### config.mk
export PLATFORM = sky130hd
export DESIGN_NAME = dual_motor_throttle_supervisor_top
export DESIGN_NICKNAME = d
export VERILOG_FILES = /design/src/hw/rtl/dmts_pkg.sv /design/src/hw/rtl/dual_motor_throttle_supervisor_top.sv /design/src/hw/rtl/dmts_regs.sv /design/src/hw/rtl/dmts_lane.sv /design/src/hw/rtl/dmts_ctrl.sv
export SDC_FILE = /design/constraint.sdc
export NUM_CORES = 1
export LEC_CHECK = 0
export BUFFER_PORTS_ARGS = -buffer_cell sky130_fd_sc_hd__buf_4
export CORE_MARGIN = 5
export CORE_UTILIZATION = 60
export DETAILED_ROUTE_END_ITERATION = 6
export GPL_ROUTABILITY_DRIVEN = 0
export HOLD_SLACK_MARGIN = 0.06
export PLACE_DENSITY = 0.83
export SYNTH_ARGS = -nofsm -noshare
export SYNTH_HDL_FRONTEND = slang
export SYNTH_SLANG_ARGS = --single-unit
### constraint.sdc
create_clock -name clk -period 8.6 [get_ports clk]
set_input_delay 1.72 -clock clk [delete_from_list [all_inputs] [get_ports clk]]
set_output_delay 1.72 -clock clk [all_outputs]
set_load 0.01 [all_outputs]
### src/hw/rtl/dmts_pkg.sv
// Shared types, constants and register codes for the dual motor throttle supervisor.
// No dependencies; every other file but the checker refers to this package by scoped names.
`default_nettype none

package dmts_pkg;

    localparam int NUM_LANES = 2;
    localparam int PADDR_W   = 5;
    localparam int REG_IDX_W = 3;

    // Register indexes on the configuration port (byte address is 4 * index).
    localparam logic [REG_IDX_W-1:0] REG_ESTOP_TIMEOUT = 3'd0;
    localparam logic [REG_IDX_W-1:0] REG_SEND_INTERVAL = 3'd1;
    localparam logic [REG_IDX_W-1:0] REG_DESYNC_ENABLE = 3'd2;
    localparam logic [REG_IDX_W-1:0] REG_DESYNC_TIME   = 3'd3;
    localparam logic [REG_IDX_W-1:0] REG_LEFT_REVERSE  = 3'd4;
    localparam logic [REG_IDX_W-1:0] REG_RIGHT_REVERSE = 3'd5;

    localparam logic [15:0] ESTOP_TIMEOUT_RST = 16'd1000;
    localparam logic [15:0] SEND_INTERVAL_RST = 16'd1000;
    localparam logic [15:0] DESYNC_TIME_RST   = 16'd500;

    localparam logic [31:0] DESYNC_ERPM = 32'd63000;
    localparam logic signed [15:0] NEAR_ZERO_Q15 = 16'sd32;

    localparam logic [10:0] REV_MIN    = 11'd50;
    localparam logic [10:0] FWD_MIN    = 11'd1050;
    localparam logic [9:0]  THR_SPAN   = 10'd950;
    localparam logic signed [15:0] CMD_MIN = 16'sh8000;
    localparam logic signed [15:0] CMD_MAX = 16'sh7fff;

    typedef struct packed {
        logic [15:0] estop_timeout_ms;
        logic [15:0] send_interval_us;
        logic        desync_enable;
        logic [15:0] desync_time_ms;
        logic        left_reverse;
        logic        right_reverse;
    } cfg_t;

    // What one lane reports to the merging control for desync detection.
    typedef struct packed {
        logic near_zero;
        logic erpm_high;
    } lane_flag_t;

    // Pipeline advance strobes and the first-stage send flag from the control to the lanes.
    typedef struct packed {
        logic s1_en;
        logic s2_en;
        logic s1_sent;
    } pipe_ctl_t;

endpackage

`default_nettype wire

### src/hw/rtl/dual_motor_throttle_supervisor_top.sv
// Top level of the dual motor throttle supervisor: register file, control and two lanes.
// Depends on dmts_pkg, dmts_regs, dmts_lane and dmts_ctrl.
//
//   channel   handshake              payload
//   input     in_valid / in_ready    time_ms time_us last_signal_ms left/right_command,
//                                    left/right_erpm
//   output    out_valid / out_ready  sent left/right_throttle estop_active desync_fault
//                                    left/right_speed
//   config    psel penable pwrite    paddr pwdata prdata pready
//
// A word is accepted every cycle unless a stall holds a full first stage.
// The send, estop and desync decisions and state update finish in the first stage;
// the throttle multiply by 950 in each lane fills the second stage.
// Reset clears the desync state, the send timestamp and the pipeline valids.
// A stalled output holds its word; the first stage keeps accepting while it is empty.
`default_nettype none

module dual_motor_throttle_supervisor_top
(
    input  wire logic                          clk,
    input  wire logic                          rst_n,
    input  wire logic                          psel,
    input  wire logic                          penable,
    input  wire logic                          pwrite,
    input  wire logic [dmts_pkg::PADDR_W-1:0]  paddr,
    input  wire logic [31:0]                   pwdata,
    output logic      [31:0]                   prdata,
    output logic                               pready,
    input  wire logic                          in_valid,
    output logic                               in_ready,
    input  wire logic [31:0]                   time_ms,
    input  wire logic [31:0]                   time_us,
    input  wire logic [31:0]                   last_signal_ms,
    input  wire logic signed [15:0]            left_command,
    input  wire logic signed [15:0]            right_command,
    input  wire logic [31:0]                   left_erpm,
    input  wire logic [31:0]                   right_erpm,
    output logic                               out_valid,
    input  wire logic                          out_ready,
    output logic                               sent,
    output logic [10:0]                        left_throttle,
    output logic [10:0]                        right_throttle,
    output logic                               estop_active,
    output logic                               desync_fault,
    output logic [31:0]                        left_speed,
    output logic [31:0]                        right_speed
);

    dmts_pkg::cfg_t       cfg;
    dmts_pkg::pipe_ctl_t  ctl;
    dmts_pkg::lane_flag_t flag [dmts_pkg::NUM_LANES];
    logic                 estop;

    dmts_regs u_regs
    (
        .clk     (clk),
        .rst_n   (rst_n),
        .psel    (psel),
        .penable (penable),
        .pwrite  (pwrite),
        .paddr   (paddr),
        .pwdata  (pwdata),
        .prdata  (prdata),
        .pready  (pready),
        .cfg     (cfg)
    );

    dmts_ctrl u_ctrl
    (
        .clk            (clk),
        .rst_n          (rst_n),
        .cfg            (cfg),
        .in_valid       (in_valid),
        .in_ready       (in_ready),
        .out_valid      (out_valid),
        .out_ready      (out_ready),
        .time_ms        (time_ms),
        .time_us        (time_us),
        .last_signal_ms (last_signal_ms),
        .flag           (flag),
        .estop          (estop),
        .ctl            (ctl),
        .sent           (sent),
        .estop_active   (estop_active),
        .desync_fault   (desync_fault)
    );

    dmts_lane u_lane_left
    (
        .clk      (clk),
        .ctl      (ctl),
        .estop    (estop),
        .reverse  (cfg.left_reverse),
        .command  (left_command),
        .erpm     (left_erpm),
        .flag     (flag[0]),
        .throttle (left_throttle),
        .speed    (left_speed)
    );

    dmts_lane u_lane_right
    (
        .clk      (clk),
        .ctl      (ctl),
        .estop    (estop),
        .reverse  (cfg.right_reverse),
        .command  (right_command),
        .erpm     (right_erpm),
        .flag     (flag[1]),
        .throttle (right_throttle),
        .speed    (right_speed)
    );

endmodule

`default_nettype wire

### src/hw/rtl/dmts_regs.sv
// Configuration register file on an APB-style port.
// Depends on dmts_pkg for the register codes, reset values and cfg_t.
`default_nettype none

module dmts_regs
(
    input  wire logic                          clk,
    input  wire logic                          rst_n,
    input  wire logic                          psel,
    input  wire logic                          penable,
    input  wire logic                          pwrite,
    input  wire logic [dmts_pkg::PADDR_W-1:0]  paddr,
    input  wire logic [31:0]                   pwdata,
    output logic      [31:0]                   prdata,
    output logic                               pready,
    output dmts_pkg::cfg_t                     cfg
);

    dmts_pkg::cfg_t                      cfg_reg;
    logic                                wr_en;
    logic [dmts_pkg::REG_IDX_W-1:0]      idx;

    assign pready = 1'b1;
    assign wr_en  = psel && penable && pwrite;
    assign idx    = paddr[dmts_pkg::PADDR_W-1:2];
    assign cfg    = cfg_reg;

    always_ff @(posedge clk or negedge rst_n)
    begin
        if (!rst_n)
        begin
            cfg_reg.estop_timeout_ms <= dmts_pkg::ESTOP_TIMEOUT_RST;
            cfg_reg.send_interval_us <= dmts_pkg::SEND_INTERVAL_RST;
            cfg_reg.desync_enable    <= 1'b1;
            cfg_reg.desync_time_ms   <= dmts_pkg::DESYNC_TIME_RST;
            cfg_reg.left_reverse     <= 1'b0;
            cfg_reg.right_reverse    <= 1'b0;
        end
        else if (wr_en)
        begin
            case (idx)
                dmts_pkg::REG_ESTOP_TIMEOUT: cfg_reg.estop_timeout_ms <= pwdata[15:0];
                dmts_pkg::REG_SEND_INTERVAL: cfg_reg.send_interval_us <= pwdata[15:0];
                dmts_pkg::REG_DESYNC_ENABLE: cfg_reg.desync_enable    <= pwdata[0];
                dmts_pkg::REG_DESYNC_TIME:   cfg_reg.desync_time_ms   <= pwdata[15:0];
                dmts_pkg::REG_LEFT_REVERSE:  cfg_reg.left_reverse     <= pwdata[0];
                dmts_pkg::REG_RIGHT_REVERSE: cfg_reg.right_reverse    <= pwdata[0];
                default: ;
            endcase
        end
    end

    always_comb
    begin
        case (idx)
            dmts_pkg::REG_ESTOP_TIMEOUT: prdata = {16'd0, cfg_reg.estop_timeout_ms};
            dmts_pkg::REG_SEND_INTERVAL: prdata = {16'd0, cfg_reg.send_interval_us};
            dmts_pkg::REG_DESYNC_ENABLE: prdata = {31'd0, cfg_reg.desync_enable};
            dmts_pkg::REG_DESYNC_TIME:   prdata = {16'd0, cfg_reg.desync_time_ms};
            dmts_pkg::REG_LEFT_REVERSE:  prdata = {31'd0, cfg_reg.left_reverse};
            dmts_pkg::REG_RIGHT_REVERSE: prdata = {31'd0, cfg_reg.right_reverse};
            default:                     prdata = 32'd0;
        endcase
    end

endmodule

`default_nettype wire

### src/hw/rtl/dmts_lane.sv
// One motor lane: estop zeroing, direction flag, throttle mapping and speed passthrough.
// Depends on dmts_pkg for constants and the lane_flag_t and pipe_ctl_t structs.
`default_nettype none

module dmts_lane
(
    input  wire logic                clk,
    input  wire dmts_pkg::pipe_ctl_t ctl,
    input  wire logic                estop,
    input  wire logic                reverse,
    input  wire logic signed [15:0]  command,
    input  wire logic [31:0]         erpm,
    output dmts_pkg::lane_flag_t     flag,
    output logic [10:0]              throttle,
    output logic [31:0]              speed
);

    logic signed [15:0] cmd_z;
    logic signed [15:0] cmd_dir;
    logic signed [15:0] cmd_reg;
    logic [31:0]        erpm_reg;
    logic [15:0]        mag;
    logic [25:0]        prod;
    logic [10:0]        thr_map;
    logic [10:0]        throttle_reg;
    logic [31:0]        speed_reg;

    // Stage one: the near-zero test looks at the command before the direction flag.
    always_comb
    begin
        cmd_z          = estop ? 16'sd0 : command;
        flag.near_zero = (cmd_z >= -dmts_pkg::NEAR_ZERO_Q15) &&
                         (cmd_z <= dmts_pkg::NEAR_ZERO_Q15);
        flag.erpm_high = erpm > dmts_pkg::DESYNC_ERPM;
        if (!reverse)
            cmd_dir = cmd_z;
        else if (cmd_z == dmts_pkg::CMD_MIN)
            cmd_dir = dmts_pkg::CMD_MAX;
        else
            cmd_dir = -cmd_z;
    end

    always_ff @(posedge clk)
    begin
        if (ctl.s1_en)
        begin
            cmd_reg  <= cmd_dir;
            erpm_reg <= erpm;
        end
    end

    // Stage two: magnitude times 950, top bits give the step within the band.
    always_comb
    begin
        mag  = cmd_reg[15] ? (16'd0 - $unsigned(cmd_reg)) : $unsigned(cmd_reg);
        prod = 26'(mag) * 26'(dmts_pkg::THR_SPAN);
        if (cmd_reg == 16'sd0)
            thr_map = 11'd0;
        else if (cmd_reg[15])
            thr_map = dmts_pkg::REV_MIN + prod[25:15];
        else
            thr_map = dmts_pkg::FWD_MIN + prod[25:15];
    end

    always_ff @(posedge clk)
    begin
        if (ctl.s2_en)
        begin
            throttle_reg <= ctl.s1_sent ? thr_map : 11'd0;
            speed_reg    <= erpm_reg;
        end
    end

    assign throttle = throttle_reg;
    assign speed    = speed_reg;

endmodule

`default_nettype wire

### src/hw/rtl/dmts_ctrl.sv
// Merging control: estop and send decisions, desync tracking state and pipeline handshake.
// Depends on dmts_pkg for cfg_t, lane_flag_t and pipe_ctl_t.
`default_nettype none

module dmts_ctrl
(
    input  wire logic                  clk,
    input  wire logic                  rst_n,
    input  wire dmts_pkg::cfg_t        cfg,
    input  wire logic                  in_valid,
    output logic                       in_ready,
    output logic                       out_valid,
    input  wire logic                  out_ready,
    input  wire logic [31:0]           time_ms,
    input  wire logic [31:0]           time_us,
    input  wire logic [31:0]           last_signal_ms,
    input  wire dmts_pkg::lane_flag_t  flag [dmts_pkg::NUM_LANES],
    output logic                       estop,
    output dmts_pkg::pipe_ctl_t        ctl,
    output logic                       sent,
    output logic                       estop_active,
    output logic                       desync_fault
);

    logic        s1_valid_reg;
    logic        out_valid_reg;
    logic        s1_sent_reg;
    logic        s1_estop_reg;
    logic        s1_fault_reg;
    logic        sent_reg;
    logic        estop_reg;
    logic        fault_out_reg;

    logic [31:0] last_send_us_reg;
    logic [31:0] last_send_us_next;
    logic        pending_reg;
    logic        pending_next;
    logic [31:0] start_ms_reg;
    logic [31:0] start_ms_next;
    logic        fault_reg;
    logic        fault_next;

    logic        s1_en;
    logic        s2_en;
    logic        accept;
    logic [31:0] age_ms;
    logic [31:0] gap_us;
    logic [31:0] since_ms;
    logic        send;
    logic        cond;
    logic        check;

    assign s2_en    = !out_valid_reg || out_ready;
    assign s1_en    = !s1_valid_reg || s2_en;
    assign in_ready = s1_en;
    assign accept   = in_valid && s1_en;

    assign ctl.s1_en   = s1_en;
    assign ctl.s2_en   = s2_en;
    assign ctl.s1_sent = s1_sent_reg;

    always_comb
    begin
        age_ms   = time_ms - last_signal_ms;
        gap_us   = time_us - last_send_us_reg;
        since_ms = time_ms - start_ms_reg;
        estop    = age_ms > {16'd0, cfg.estop_timeout_ms};
        send     = !fault_reg && (gap_us >= {16'd0, cfg.send_interval_us});
        cond     = (flag[0].near_zero && flag[0].erpm_high) ||
                   (flag[1].near_zero && flag[1].erpm_high);
        check    = send && cfg.desync_enable;

        last_send_us_next = send ? time_us : last_send_us_reg;
        pending_next      = pending_reg;
        start_ms_next     = start_ms_reg;
        fault_next        = fault_reg;
        if (check)
        begin
            if (cond)
            begin
                pending_next = 1'b1;
                // A fresh start makes the elapsed time zero, so only a pending run can fault.
                if (!pending_reg)
                    start_ms_next = time_ms;
                else if (since_ms > {16'd0, cfg.desync_time_ms})
                    fault_next = 1'b1;
            end
            else
            begin
                pending_next = 1'b0;
            end
        end
    end

    always_ff @(posedge clk or negedge rst_n)
    begin
        if (!rst_n)
        begin
            last_send_us_reg <= 32'd0;
            pending_reg      <= 1'b0;
            start_ms_reg     <= 32'd0;
            fault_reg        <= 1'b0;
            s1_valid_reg     <= 1'b0;
            out_valid_reg    <= 1'b0;
        end
        else
        begin
            if (accept)
            begin
                last_send_us_reg <= last_send_us_next;
                pending_reg      <= pending_next;
                start_ms_reg     <= start_ms_next;
                fault_reg        <= fault_next;
            end
            if (s1_en)
                s1_valid_reg <= in_valid;
            if (s2_en)
                out_valid_reg <= s1_valid_reg;
        end
    end

    always_ff @(posedge clk)
    begin
        if (s1_en)
        begin
            s1_sent_reg  <= send;
            s1_estop_reg <= estop;
            s1_fault_reg <= fault_next;
        end
        if (s2_en)
        begin
            sent_reg      <= s1_sent_reg;
            estop_reg     <= s1_estop_reg;
            fault_out_reg <= s1_fault_reg;
        end
    end

    assign out_valid    = out_valid_reg;
    assign sent         = sent_reg;
    assign estop_active = estop_reg;
    assign desync_fault = fault_out_reg;

endmodule

`default_nettype wire

* Word-level counts from Yosys, hierarchy flattened *
Cells that the tools add are included.

word-level totals
  output and inout bits = 124
  bits of input ports = 236
  register bits after elaboration = 307
  logic and storage cells = 102

cells by class
  bitwise logic cells = 2
  reductions and logical operators = 29
  add/sub/neg operators = 11
  multiplexer cells = 16
  eq/ne operators = 7
  $mul = 2
  magnitude comparators = 9

operators by type and width
  operator                number
  $mux 16                 8
  $pmux 16 s6             1
  $sub 32x32->32          3
  $gt 32x16->1            2
  $gt 32x16->1 const B    2
  $mul 16x9->25 const B   2
  $eq 16x16->1 const B    2
  $ge 16x6->1 const B     2
  $ge 32x16->1            1
  $le 16x7->1 const B     2
  $logic_not 16->1        2
  $neg 16->16             2
  $sub 1x16->16 const A   2
  $add 11x11->11 const A  2
  $add 6x11->11 const A   2
  $mux 11                 2
  $reduce_and 2->1        8
  $logic_and 1x1->1       9
  $eq 3x2->1 const B      2
  $eq 3x3->1 const B      2
  $mux 1                  5
  $reduce_and 4->1        1
  $reduce_or 2->1         2
  $eq 3x1->1 const B      1
  4 further kinds         9

* Depth between registers and ports, before layout *
Gate-level depths: netlist of run 1.

  word-level depth = 9
  mapped depth = 34

* Hierarchy *
From an unflattened synthesis of run 1, not the netlist that was laid out.

unflattened totals
  cells, all modules = 2853
  area, all modules = 27188.6 um2

by module, submodules not included
  module                    instances  area an instance (um2)  cells each  sequential area each (um2)
  dmts_ctrl                 1          10193.5                 1302        1881.8
  dmts_lane (u_lane_right)  1          7315.8                  695         2732.6
  dmts_lane (u_lane_left)   1          7041.8                  644         2732.6
  dmts_regs                 1          2637.5                  212         1300.0

* Worst setup path after synthesis of run 1 *
OpenSTA, ideal clock, no wires.

  path kind = register to register
  start = reg u_lane_right.cmd_reg[7]
  end = reg u_lane_right.throttle_reg[10] (netlist: u_lane_right.throttle[10]) (data pin)
  setup time = 147 ps
  path buffers = 0
  slack = 681 ps
  data arrival time = 7772 ps
  stages on the path, launching flop included = 32
  cells stage by stage = edfxtp_1 -> or4_1 -> or4_1 -> or3_1 -> o21ai_0 -> xor2_1 -> inv_1 -> ha_1 -> inv_1 -> fa_1 -> inv_1 -> fa_1 -> inv_1 -> fa_1 -> inv_1 -> ha_1 -> nand2_1 -> nor2_1 -> nor2_1 -> nor2_1 -> o21a_1 -> nor2_1 -> xnor2_1 -> ha_1 -> nand2_1 -> a2111o_1 -> o41ai_1 -> o31ai_1 -> a2111oi_1 -> mux2_2 -> or3_1 -> a21oi_1

between the ends
  cells in the longest elaborated chain, start to end = 5

RTL lines
  item                                             RTL line                          RTL
  start: declaration                               dmts_lane.sv:20                   logic signed [15:0] cmd_reg;
  start signal: assignment                         dmts_lane.sv:47                   cmd_reg <= cmd_dir;
  $sub 1x16->16                                    dmts_lane.sv:55                   mag = cmd_reg[15] ? (16'd0 - $unsigned(cmd_reg)) : $unsigned(cmd_reg);
  $mux 16                                          dmts_lane.sv:55
  $mul 16x9->25                                    dmts_lane.sv:56                   prod = 26'(mag) * 26'(dmts_pkg::THR_SPAN);
  $add 11x11->11 or $add 6x11->11 (tied branches)  dmts_lane.sv:62, dmts_lane.sv:60
  $mux 11                                          dmts_lane.sv:59                   else if (cmd_reg[15])
  end signal: assignment                           dmts_lane.sv:69                   throttle_reg <= ctl.s1_sent ? thr_map : 11'd0;
  end: declaration                                 dmts_lane.sv:25                   logic [10:0] throttle_reg;

Several ways; a longest one is shown, not always the timed one.
A chain may end at the register's enable or synchronous reset.

* Worst setup path in the final report of run 1 *
  start = reg u_lane_right.cmd_reg[0]
  end = reg u_lane_right.throttle_reg[10] (netlist: u_lane_right.throttle[10]) (data pin)

Same word-level chain as after synthesis.

==> metrics.yaml, run 1 <==
status: "complete, no violations"
hold_path_class: "flip-flop to flip-flop"
die_height_um: 222
layout_setup_ws_ns: 0.214
cp-start-kind: "flip-flop"
multi_input_area_mm2: 0.0164
seq_area_frac_synth_pct: 31.9
largest_register_ffs: 51
worst_slew_pin_slew_ns: 1.21
dieArea_mm2: 0.0495
h-tree-depth: 2
cap_violations: 0
num_vias: 22500
clock_latency_ns: 0.56
dpl_cell_area_mm2: 0.0300
ir_worst_vdd_v: 0.000396
cts_sinks: 307
die-width_um: 222
yosysTopAreaCell: "edfxtp_1"
clkTransAtPathRegs_ns: 0.06
drt_pass1_iterations: 7
setup-violations-final: 0
wirelength_mm: 72.6
max_stage_delay_ns: 0.55
crit_arrival_ns: 8.78
ys_types: 99
hold_viol: 0
period_share_pct: 97.5
skew_ns: 0.0122
clock_path_buffers: 3
max_freq_mhz: 119
rows: 77
cts_root_buffer: "clkbuf_16"
crit_fanout: 6
ys_warn_count: 0
synth_cells: 2819
synthArstFlopShare_pct: 38.8
grt_pass1_wl_mm: 115
numCtsBuffers: 35
final_cell_area_mm2: 0.0312
path_class: "flip-flop to flip-flop"
drive_gt1_share_pct: 17.6
grt_util_all_layers_pct: 28.2
dp_cells: 3666
yosys.area.top_type_share_pct: 20.9
core_area_mm2: 0.0444
synth-edff-count: 188
stdcell_count: 3739
finalSetupTns_ns: 0
syn_area_mm2: 0.0271
grt-ovfl-total: 0
areaGrowthSynthToFinish_pct: 15.2
drtAntennaViolNets: 0
cp_data_required_time_ns: 9.00
layout_min_cycle_time_ns: 8.39
ys.flop_type: "edfxtp_1"
drt-wirelength-per-cell_um: 19.4
slowest_stage: "or4_1"
p_leak_nw: 14.2
synthTopCellsByArea: "edfxtp_1, ha_1, fa_1"
drc: 0
drt_iter0_markers: 2050
p_per_area_mw_per_mm2: 278
slew_headroom_pct: 19.4
ioPinCount: 360
crit_path_end_kind: "flip-flop"
fin_hold_ws_ns: 0.412
nNetsFinal: 3749
dp_hpwl_mm: 57.5
regArea_mm2: 0.00865
avgSynthCellArea_um2: 9.60
grt_pass1_vias: 22900
post-place-ws_ns: 0.136
antenna_found_initial: 12
cts_tree: "yes"
drv_slew: 0
start_util_pct: 61.0
numPortBuffers: 324
fillers: 3199
grt_max_degree: 81
avgViaCountPerCell: 6.03
ys_ff_latch: 307
==> worst max-delay path: cells and delay by family, from the launching register on <==
family	cells	cell delay (ns)
compound gates	9	2.33
xor+xnor	2	0.43
fa+ha+maj	6	2.56
buf+inv	2	0.26
flops	1	0.50
mux	1	0.40
simple gates	9	1.70
==> cell usage in the layout (no fill, tap or decap), drive strengths merged, types with 36 or more instances in the layout <==
master | synthesis | final
edfxtp | 188 | 188
mux2 | 88 | 88
a21oi | 159 | 159
ha | 263 | 263
nor2 | 171 | 171
o21ai | 169 | 169
dfrtp | 100 | 100
buf | 36 | 343
fa | 135 | 135
xnor2 | 75 | 75
a21o | 36 | 36
o21a | 36 | 36
nand3 | 45 | 45
nor3 | 57 | 57
a211oi | 37 | 37
clkbuf | 63 | 43
nand2 | 180 | 180
nand4 | 43 | 43
inv | 450 | 453
==> final cells by class <==
class	instances	share of cell area, %
inverters	450	5.42
diodes	6	0.0482
flip-flops and latches	307	27.7
well taps	592	2.38
clock buffers	43	2.94
clock inverters	20	0.594
repair buffers	343	8.26
multi-input cells	1978	52.6
==> per-layer routing <==
| metal | vias up | track usage (%) | wire [um] |
|---|---|---|---|
| met2 | 959 | 49.2 | 36200 |
| met5 | - | 0 | 57 |
| met3 | 231 | 5.07 | 5250 |
| li1 | 10500 | - | - |
| met1 | 10800 | 34.4 | 27700 |
| met4 | 12 | 12.0 | 3330 |
==> synthesized netlist by cell type, drive strengths merged (23+ instances only) <==
cell and count:
clkbuf 63, nand2 180, xor2 35, dfrtp 100, ha 263, fa 135, edfxtp 188, o211ai 26
nand2b 26, a211oi 37, xnor2 75, buf 36, nand4 43, o31ai 23, inv 450, o21a 36
a21o 36, nor3 57, a21oi 159, o21ai 169, nand3 45, mux2 88, nor4 28, nor2 171
==> metrics by stage <==
stage | utilization, % | total power, mW
2_1_floorplan | - | 5.82
3_3_place_gp | 67.4 | 6.72
3_5_place_dp | 67.4 | 7.04
4_1_cts | 69.9 | 8.55
5_1_grt | 70.2 | 9.45
6_report | 70.2 | 8.66
==> timing repair <==
action / CTS / global route
gates resized for setup: 0 / 14
hold buffers: 0 / 0
endpoints found under the setup margin: 0 / 1
buffers inserted: 0 / 4
==> logic make-up (layout without fill, tap and decap cells) <==
family | after synthesis | count (layout) | synth area share [%]
AOI/OAI and AO/OA | 660 | 660 | 16.3
adders and majority gates | 398 | 398 | 22.1
and+or+nand+nor | 685 | 685 | 12.7
other | 2 | 23 | 0.0277
xor gates and xnor gates | 111 | 111 | 3.64
muxes | 107 | 107 | 5.18
buffers and inverters | 549 | 856 | 8.08
DFF | 307 | 307 | 31.9
==> power breakdown <==
| part | switching [mW] | leakage [nW] | total (mW) | internal (mW) |
|---|---|---|---|---|
| clock network | 0.628 | 0.536 | 1.46 | 0.829 |
| registers | 0.0785 | 3.45 | 1.87 | 1.79 |
| logic | 3.07 | 10.2 | 5.33 | 2.26 |
==> final timing paths <==
| kind | from | cells past startpoint | to | slack (ns) |
|---|---|---|---|---|
| worst max register to register | u_lane_right.cmd_reg[0] | 29 | u_lane_right.throttle[10] | 0.21 |
| worst max-delay path | u_lane_right.cmd_reg[0] | 29 | u_lane_right.throttle[10] | 0.21 |
| max in group asynchronous | rst_n | 2 | u_regs.cfg[47] | 6.12 |
| min in group asynchronous | rst_n | 1 | u_ctrl.last_send_us_reg[16] | 1.32 |
| worst min-delay path | u_lane_right.erpm_reg[27] | 0 | u_lane_right.speed[27] | 0.41 |
| worst min register to register | u_lane_right.erpm_reg[27] | 0 | u_lane_right.speed[27] | 0.41 |
Power figures use the tool's default switching activity.
==> run 2, diff against run 1 <==
CORE_MARGIN = 2   (was 5)
==> run 2 against run 1 <==
Effect of this change: count of clock-buffer cells in the layout increased by 9; critical path type unchanged; via count decreased by 0.67%; sequential share of layout area decreased by 0.074 points; first-iteration DRC count decreased by 7.5%; worst setup slack improved by 0.12 ns; sequential power about the same; non-clock buffer count decreased by 4; routed wire length decreased by 2.8%; register-to-register slack improved by 0.12 ns.
==> metrics.yaml, run 2 (synthesis gave the netlist of run 1 again) <==
drc: 0
fillers: 3211
final_common_cell: "inv_1"
num_vias: 22400
ioPinCount: 360
clkTransAtPathRegs_ns: 0.06
core_area_mm2: 0.0444
cts_root_buffer: "clkbuf_16"
stdcell_count: 3735
clock_path_buffers: 3
wirelength_mm: 70.6
antenna_found_initial: 9
path_class: "flip-flop to flip-flop"
worst_slew_pin_slew_ns: 1.18
cp_data_required_time_ns: 9.01
drv_slew: 0
layout_common_cells: "inv_1, buf_4, ha_1"
drt_pass1_iterations: 6
drt-wirelength-per-cell_um: 18.9
p_leak_nw: 14.2
cp-start-kind: "flip-flop"
hold_viol: 0
total_power_mw: 8.62
max_stage_delay_ns: 0.55
grt_max_degree: 69
avgViaCountPerCell: 5.99
regArea_mm2: 0.00865
holdBufCountCts: 0
final_cell_area_mm2: 0.0313
p_per_area_mw_per_mm2: 276
grt_pass1_wl_mm: 113
rows: 77
fin_util_pct: 70.4
layout_min_cycle_time_ns: 8.27
cts_sinks: 307
nNetsFinal: 3744
hold_path_class: "flip-flop to flip-flop"
cts_tree: "yes"
numPortBuffers: 324
status: "complete, no violations"
period_share_pct: 96.2
drive_gt1_share_pct: 17.5
die-width_um: 216
largest_register_ffs: 51
areaGrowthSynthToFinish_pct: 15.5
crit_fanout: 6
h-tree-depth: 2
drtAntennaViolNets: 0
slew_headroom_pct: 20.3
grt_pass1_vias: 22400
finalSetupTns_ns: 0
multi_input_area_mm2: 0.0164
dp_cells: 3665
crit_path_end_kind: "flip-flop"
skew_ns: 0.0165
slowest_stage: "or4_1"
grt-ovfl-total: 0
cap_violations: 0
die_height_um: 216
ir_worst_vdd_v: 0.000327
setup-violations-final: 0
dp_hpwl_mm: 56.0
numCtsBuffers: 34
max_freq_mhz: 121
grt_util_all_layers_pct: 29.7
dieArea_mm2: 0.0468
clock_latency_ns: 0.57
crit_arrival_ns: 8.68
dpl_cell_area_mm2: 0.0300
critPathMostFrequentCell: "inv_1"
drt_iter0_markers: 1897
start_util_pct: 61.0
-- run 2: cell count changes in the layout (fill, tap and decap cells not counted), sizes merged --
| cell | delta |
|---|---|
| buf | -4 |
| bufinv | +1 |
| clkbuf | +9 |
| clkinv | -6 |
| clkinvlp | -2 |
| diode | +1 |
| inv | -3 |
-- run 2: metrics by stage --
stage	setup slack (ns)	hold WS, ns
global route	-0.0109	0.419
CTS	0.0294	0.410
finish	0.330	0.417
detailed placement	0.155	0.405
global placement	0.456	0.400
floorplan	0.681	0.400
-- run 2: worst max-delay path: cells and delay by family, from the launching register on --
family / cells / cell delay [ns]
AOI/OAI and AO/OA: 9 / 2.18
and+or+nand+nor: 8 / 1.53
adders and majority gates: 6 / 2.76
buffers and inverters: 5 / 0.41
xor gates and xnor gates: 2 / 0.31
muxes: 1 / 0.40
DFF: 1 / 0.51
-- run 2: layout make-up --
class | instances | share of cell area (%)
diodes | 7 | 0.0560
clock buffers | 52 | 3.23
clock inverters | 10 | 0.640
inverters | 450 | 5.40
multi-input cells | 1978 | 52.5
flip-flops and latches | 307 | 27.7
well taps | 592 | 2.37
repair buffers | 339 | 8.18
-- run 2: repair_timing --
| item | in CTS | in global routing |
|---|---|---|
| gates resized for setup | 0 | 13 |
| endpoints found under the setup margin | 0 | 1 |
| endpoints found under the hold margin | 0 | 0 |
| buffers inserted | 0 | 1 |
-- run 2: power breakdown --
group	switching [mW]	internal, mW
clock	0.633	0.916
combinational	2.96	2.23
sequential	0.0798	1.79
-- run 2: routing by layer --
metal | vias up | share of wire, % | global-route usage, %
met1 | 10800 | 40 | 36.7
met3 | 200 | 6.3 | 4.62
met5 | - | 0.054 | 0
met4 | 6 | 4.1 | 11.5
met2 | 914 | 50 | 52.1
li1 | 10500 | - | -
-- run 2: final timing paths --
check / startpoint / endpoint / slack [ns] / cells past startpoint
worst max-delay path: u_lane_right.cmd_reg[0] / u_lane_right.throttle[10] / 0.33 / 31
worst min-delay path: u_lane_left.erpm_reg[5] / u_lane_left.speed[5] / 0.42 / 0
worst max register to register: u_lane_right.cmd_reg[0] / u_lane_right.throttle[10] / 0.33 / 31
worst min register to register: u_lane_left.erpm_reg[5] / u_lane_left.speed[5] / 0.42 / 0
max in group asynchronous: rst_n / u_ctrl.start_ms_reg[27] / 6.06 / 2
min in group asynchronous: rst_n / u_ctrl.last_send_us_reg[10] / 1.27 / 1
